**src/hw/rtl/cms_pkg.sv**
```systemverilog
package cms_pkg;

   localparam int unsigned FREQ_W  = 32;
   localparam int unsigned SHIFT_W = 6;
   localparam int unsigned QUOT_W  = 2 * FREQ_W;
   localparam int unsigned CNT_W   = $clog2(QUOT_W);

   localparam logic [SHIFT_W-1:0] ACC_START   = SHIFT_W'(FREQ_W);
   localparam logic [SHIFT_W-1:0] SHIFT_START = SHIFT_W'(FREQ_W);
   localparam logic [SHIFT_W-1:0] SHIFT_LAST  = SHIFT_W'(1);
   localparam logic [CNT_W-1:0]   DIV_LAST    = CNT_W'(QUOT_W - 1);

   typedef struct packed {
      logic [FREQ_W-1:0] source_hz;
      logic [FREQ_W-1:0] target_hz;
      logic [FREQ_W-1:0] max_span_sec;
   } req_type;

   typedef struct packed {
      logic [FREQ_W-1:0]  multiplier;
      logic [SHIFT_W-1:0] shift_amount;
   } rsp_type;

   typedef enum logic [2:0] {
      ST_IDLE,
      ST_LEN,
      ST_SETUP,
      ST_DIV,
      ST_CHECK,
      ST_DONE
   } state_type;

endpackage

```
**src/hw/rtl/clock_mult_shift_calculator.sv**
```systemverilog
// Sequence: a zero source frequency goes straight to the done state; otherwise the
//   sequencer first finds L (0..32), the bit length of the span product's upper word, then
//   runs T (1..32) trial shifts, each one 64-step restoring division.
// Flow: one request at a time; req_ready is high only in the idle state, and
//   a finished result waits in the output register while the next beat is taken.
// Reset: synchronous, active high; clears the sequencer and the output valid.
module clock_mult_shift_calculator
   import cms_pkg::*;
(
   input  logic    clock,
   input  logic    reset,
   input  logic    req_valid,
   output logic    req_ready,
   input  req_type req_data,
   output logic    rsp_valid,
   input  logic    rsp_ready,
   output rsp_type rsp_data
);

   state_type state_ff, state_in;

   logic [FREQ_W-1:0]  src_ff, src_in;
   logic [FREQ_W-1:0]  tgt_ff, tgt_in;
   logic [FREQ_W-1:0]  hi_ff, hi_in;
   logic [SHIFT_W-1:0] budget_ff, budget_in;
   logic [SHIFT_W-1:0] sft_ff, sft_in;
   logic [QUOT_W-1:0]  num_ff, num_in;
   logic [FREQ_W-1:0]  rem_ff, rem_in;
   logic [QUOT_W-1:0]  quot_ff, quot_in;
   logic [CNT_W-1:0]   cnt_ff, cnt_in;
   rsp_type            rsp_ff, rsp_in;
   logic               rsp_valid_ff, rsp_valid_in;

   logic               req_fire;
   logic               out_free;
   logic [QUOT_W-1:0]  span_prod;
   logic [FREQ_W:0]    rem_shift;
   logic [FREQ_W+1:0]  diff;
   logic               q_bit;
   logic               fits;

   assign req_ready = (state_ff == ST_IDLE);
   assign req_fire  = req_valid & req_ready;
   assign out_free  = ~rsp_valid_ff | rsp_ready;
   assign rsp_valid = rsp_valid_ff;
   assign rsp_data  = rsp_ff;

   // span times source; only the upper word sets the budget
   assign span_prod = QUOT_W'(req_data.max_span_sec) * QUOT_W'(req_data.source_hz);

   // shared subtractor: one restoring division step
   assign rem_shift = {rem_ff, num_ff[QUOT_W-1]};
   assign diff      = {1'b0, rem_shift} - {2'b00, src_ff};
   assign q_bit     = ~diff[FREQ_W+1];

   // quotient fits the accuracy budget
   assign fits = ((quot_ff >> budget_ff) == '0);

   // next state
   always_comb begin
      state_in = state_ff;
      case (state_ff)
         ST_IDLE: begin
            if (req_fire) begin
               state_in = (req_data.source_hz == '0) ? ST_DONE : ST_LEN;
            end
         end
         ST_LEN: begin
            if (hi_ff == '0) begin
               state_in = ST_SETUP;
            end
         end
         ST_SETUP: state_in = ST_DIV;
         ST_DIV: begin
            if (cnt_ff == DIV_LAST) begin
               state_in = ST_CHECK;
            end
         end
         ST_CHECK: begin
            if (fits || sft_ff == SHIFT_LAST) begin
               state_in = ST_DONE;
            end else begin
               state_in = ST_SETUP;
            end
         end
         ST_DONE: begin
            if (out_free) begin
               state_in = ST_IDLE;
            end
         end
         default: state_in = ST_IDLE;
      endcase
   end

   // datapath and outputs
   always_comb begin
      src_in       = src_ff;
      tgt_in       = tgt_ff;
      hi_in        = hi_ff;
      budget_in    = budget_ff;
      sft_in       = sft_ff;
      num_in       = num_ff;
      rem_in       = rem_ff;
      quot_in      = quot_ff;
      cnt_in       = cnt_ff;
      rsp_in       = rsp_ff;
      rsp_valid_in = rsp_valid_ff & ~rsp_ready;
      case (state_ff)
         ST_IDLE: begin
            if (req_fire) begin
               src_in    = req_data.source_hz;
               tgt_in    = req_data.target_hz;
               hi_in     = span_prod[QUOT_W-1:FREQ_W];
               budget_in = ACC_START;
               quot_in   = '0;
               sft_in    = (req_data.source_hz == '0) ? '0 : SHIFT_START;
            end
         end
         ST_LEN: begin
            // drop one budget bit per significant bit of the span word
            if (hi_ff != '0) begin
               hi_in     = hi_ff >> 1;
               budget_in = budget_ff - SHIFT_W'(1);
            end
         end
         ST_SETUP: begin
            // rounded numerator for this trial shift
            num_in = (QUOT_W'(tgt_ff) << sft_ff) + QUOT_W'(src_ff[FREQ_W-1:1]);
            rem_in = '0;
            cnt_in = '0;
         end
         ST_DIV: begin
            num_in  = num_ff << 1;
            rem_in  = q_bit ? diff[FREQ_W-1:0] : rem_shift[FREQ_W-1:0];
            quot_in = {quot_ff[QUOT_W-2:0], q_bit};
            cnt_in  = cnt_ff + CNT_W'(1);
         end
         ST_CHECK: begin
            if (!fits) begin
               sft_in = (sft_ff == SHIFT_LAST) ? '0 : sft_ff - SHIFT_W'(1);
            end
         end
         ST_DONE: begin
            // hold until the output register frees up
            if (out_free) begin
               rsp_in.multiplier   = quot_ff[FREQ_W-1:0];
               rsp_in.shift_amount = sft_ff;
               rsp_valid_in        = 1'b1;
            end
         end
         default: ;
      endcase
   end

   always_ff @(posedge clock) begin
      if (reset) begin
         state_ff     <= ST_IDLE;
         rsp_valid_ff <= 1'b0;
      end else begin
         state_ff     <= state_in;
         rsp_valid_ff <= rsp_valid_in;
      end
      src_ff    <= src_in;
      tgt_ff    <= tgt_in;
      hi_ff     <= hi_in;
      budget_ff <= budget_in;
      sft_ff    <= sft_in;
      num_ff    <= num_in;
      rem_ff    <= rem_in;
      quot_ff   <= quot_in;
      cnt_ff    <= cnt_in;
      rsp_ff    <= rsp_in;
   end

endmodule

```
**config.mk**
```make
export PLATFORM = sky130hd
export DESIGN_NAME = clock_mult_shift_calculator
export DESIGN_NICKNAME = d
export VERILOG_FILES = /design/src/hw/rtl/cms_pkg.sv /design/src/hw/rtl/clock_mult_shift_calculator.sv
export SDC_FILE = /design/constraint.sdc
export NUM_CORES = 2
export LEC_CHECK = 0
export BUFFER_PORTS_ARGS = -buffer_cell sky130_fd_sc_hd__buf_2
export CAP_MARGIN = 20
export CORE_MARGIN = 2
export CORE_UTILIZATION = 30
export DETAILED_ROUTE_END_ITERATION = 6
export MAX_ROUTING_LAYER = met4
export PLACE_DENSITY_LB_ADDON = 0.08
export SLEW_MARGIN = 20
export SYNTH_ARGS = -nofsm -noshare
export SYNTH_HDL_FRONTEND = slang
export SYNTH_SLANG_ARGS = --single-unit
```
**constraint.sdc**
```tcl
create_clock -name clock -period 11.2 [get_ports clock]
set_clock_uncertainty 0.1 [all_clocks]
set_input_delay 2.24 -clock clock [delete_from_list [all_inputs] [get_ports clock]]
set_output_delay 2.24 -clock clock [all_outputs]
set_load 0.01 [all_outputs]
```
==> metrics <==
Worst Setup End Kind=register; CP Class=input port to register; DRT met1 WL=87,360 microns; max incr delay on CP=0.70 ns; max cap viols=0; unrepaired setup endpoints after global routing=false; clock tree buffer depth=3; R2R depth=15; antenna violations before repair=10; Worst-Margin Slew=1.072 ns; Clock Pin Slew Worst Setup and Hold Paths=0.07 ns; Core Area=0.1790 sq mm; GRT Total Usage=between 20% and 30%; Layout fillers=18,703; status=completed; Setup-failing EPs final=0; vias after detailed routing=39,752; highest routed layer=met4; Detailed Routing Iterations Pass 1=5; Initial Utilization=30.26%; row cnt=155; wire length on met3=between 6000 and 7000 microns; HP Class=register to register; Yosys cell types=98; Final Hold Viols=0; # DRC=0; postcts setup bufs=0; warnings from Yosys=0; CTS Hold Bufs=0; Post-DP Area=about 0.057 sq mm; Crit path required time=11.45 ns; Setup crit start kind=input port; Post-Syn Instances=5,645; CP bufs+invs=4; post-cts resize count=0; routability cong.=0.8536; critical path cell sequence=buf_2, nand2_1, fa_1, inv_1, fa_1, fa_1, inv_1, fa_1, inv_1, fa_1, fa_1, fa_1, fa_1, ha_1, a21oi_1, o21ai_0, or4_1, a211o_1, o2111ai_1, nand3_1, a31oi_1, o21ai_0, a21oi_1, mux2i_1; Synth Area per Inst=about 9.6 sq um; first-pass GRT wire length=280,800 microns; asr flop ratio synth=0%; die height=between 400 and 500 microns; critical path depth=24; Routed wire per std cell=23.10 microns; drt initial violations=2,479; clk sinks=316; CP top delay family=adder cells; Final nets=6,942; die area=0.1840 sq mm; cell count of the worst hold path=2; Worst-Skew Late Latency=0.62 ns; share of cells above drive strength 1=8.143%; Root Buffer=clkbuf_16; number of synthesized flops with an enable pin=between 300 and 400; CP max FO=28; Ports=140; Synth Net Count=roughly 7,000; Area growth, synth to finish=8.528%; Most common cell on crit path=fa_1; vias in the first global route=42,400; Routed Antenna Nets=0; post-layout min period=10.17 ns; TritonCTS buffer count=40; Post-Syn Area=0.05417 sq mm; Final Instance Area=0.05879 sq mm; detailed placement HPWL=141,300 microns; fin. max-slew vios=0; die outline width=428.9 microns; post-synthesis register bit count=316; largest net degree at the start of global routing=164; Post-Route Setup TNS=0 ns; CTS tree=yes; met2 wire len=88,120 microns; post-DR vias/cell=4.963; CP arrival=10.42 ns; Synth Flop Type=edfxtp_1; post-synthesis sequential area ratio=17.44%; grt total ovfl=0; Relative slew margins=27.90%; H-tree Lvls=2; period utilization=90.81%; fmax=98.32 MHz; slowest CP cell=buf_2; final WL=185,000 microns; count of input and output buffers=139
## final timing paths
path                      from          to  slack [ns]
hold / removal      num_ff[27]  num_ff[28]        0.37
setup / recovery  req_data[73]   hi_ff[31]        1.03
setup reg to reg     sft_ff[1]  num_ff[59]        3.84
hold reg to reg     num_ff[27]  num_ff[28]        0.37
## synthesized netlist by cell type (17+ instances only)
library cell / count / area share, %
inv_1: 936 / 6.5
fa_1: 897 / 33
nand2_1: 664 / 4.6
and2_1: 605 / 7.0
ha_1: 327 / 7.6
edfxtp_1: 312 / 17
clkbuf_1: 268 / 1.9
nor2_1: 208 / 1.4
a21oi_1: 188 / 1.7
o21ai_0: 125 / 1.2
mux2i_1: 86 / 1.6
and3_1: 77 / 0.89
a21o_1: 72 / 1.0
xnor2_1: 65 / 1.1
nand3_1: 58 / 0.54
nor3_1: 54 / 0.50
mux2_2: 53 / 1.1
xor2_1: 45 / 0.73
mux4_2: 44 / 1.8
a211oi_1: 33 / 0.46
nand4_1: 32 / 0.37
nor4_1: 29 / 0.33
nor2b_1: 28 / 0.32
nand2b_1: 25 / 0.29
a31oi_1: 22 / 0.25
buf_2: 22 / 0.20
o21bai_1: 22 / 0.30
o31ai_1: 19 / 0.26
or3_1: 19 / 0.22
nor3b_1: 18 / 0.25
o211ai_1: 17 / 0.24
o21a_1: 17 / 0.24
## routing by layer
metal  vias to the layer above  GRT usage, %
met5                         -             -
met4                         0         3.759
met3                       153         1.260
met2                       808         33.78
met1                     20658         28.78
li1                      18133             -
## worst register-to-register path, stage by stage, from the launching register on
cell and delay (ns):
edfxtp_1 0.40, buf_4 0.70, mux4_2 0.65, mux2i_1 0.70
nor2_1 0.24, ha_1 0.49, a21oi_1 0.10, o21ai_0 0.28
a41oi_1 0.21, a2111oi_0 0.82, o31ai_1 0.25, a31oi_1 0.61
nand3_1 0.58, or3b_1 0.54, xnor2_1 0.14, mux2_2 0.29
## metrics by stage
stage	instances	utilization (%)	worst slack, ns	hold slack, ns
2_1_floorplan	5645	-	1.847	0.3206
3_3_place_gp	7931	32.05	0.4575	0.3924
3_5_place_dp	7931	32.06	0.3019	0.3897
4_1_cts	8004	32.83	0.9549	0.3714
5_1_grt	8006	32.84	0.5773	0.4185
6_report	8009	32.84	1.029	0.3746
## final cells by class
class	instances	area, sq um	area share, %
multi-input cells	4065	39830	67.76
flip-flops and latches	316	9450	16.08
inverters	941	3532	6.009
well taps	2355	2947	5.012
repair buffers	254	1622	2.758
clock buffers	48	1072	1.824
clock inverters	25	315.3	0.5364
diodes	5	12.51	0.02128
## placed cells by master (no fill, tap or decap), types with 15 or more instances in the layout
cell type,Yosys,layout
nor2b_1,28,27
mux4_1,15,15
mux4_2,44,44
o21a_1,17,17
edfxtp_1,312,312
xor2_1,45,45
ha_1,327,327
buf_2,22,139
nand2b_1,25,25
a21o_1,72,72
nand2_1,664,661
a21oi_1,188,188
a22oi_1,15,15
mux2i_1,86,86
nor4_1,29,29
nand4_1,32,32
nand3_1,58,58
nor2_1,208,205
nor3b_1,18,17
inv_1,936,935
and3_1,77,77
xnor2_1,65,65
nor3_1,54,53
a31oi_1,22,22
buf_4,6,110
o21ai_0,125,125
fa_1,897,897
and2_1,605,605
o211ai_1,17,17
o21bai_1,22,22
clkbuf_16,0,41
or3_1,19,19
mux2_2,53,53
a211oi_1,33,33
o31ai_1,19,18
## kinds of logic (layout without fill, tap and decap cells)
logic type,Yosys count,count (layout),synth area share (%)
other cells,0,5,0
simple gates,1858,1858,17.38
flops,316,316,17.44
xor+xnor,110,110,1.779
buf+inv,1264,1268,9.122
mux,199,199,5.274
fa+ha+maj,1224,1224,40.71
compound gates,674,674,8.293
## registers in the layout, summed over array words and instances, names as in the netlist
name,cells
sft_ff,6
hi_ff,32
budget_ff,6
tgt_ff,32
num_ff,64
rem_ff,32
state_ff,3
src_ff,32
quot_ff,64
rsp_valid,1
rsp_data,38
cnt_ff,6
Power is not shown: default switching activity piles up to over one toggle a cycle in this logic, so the estimate is an artifact.
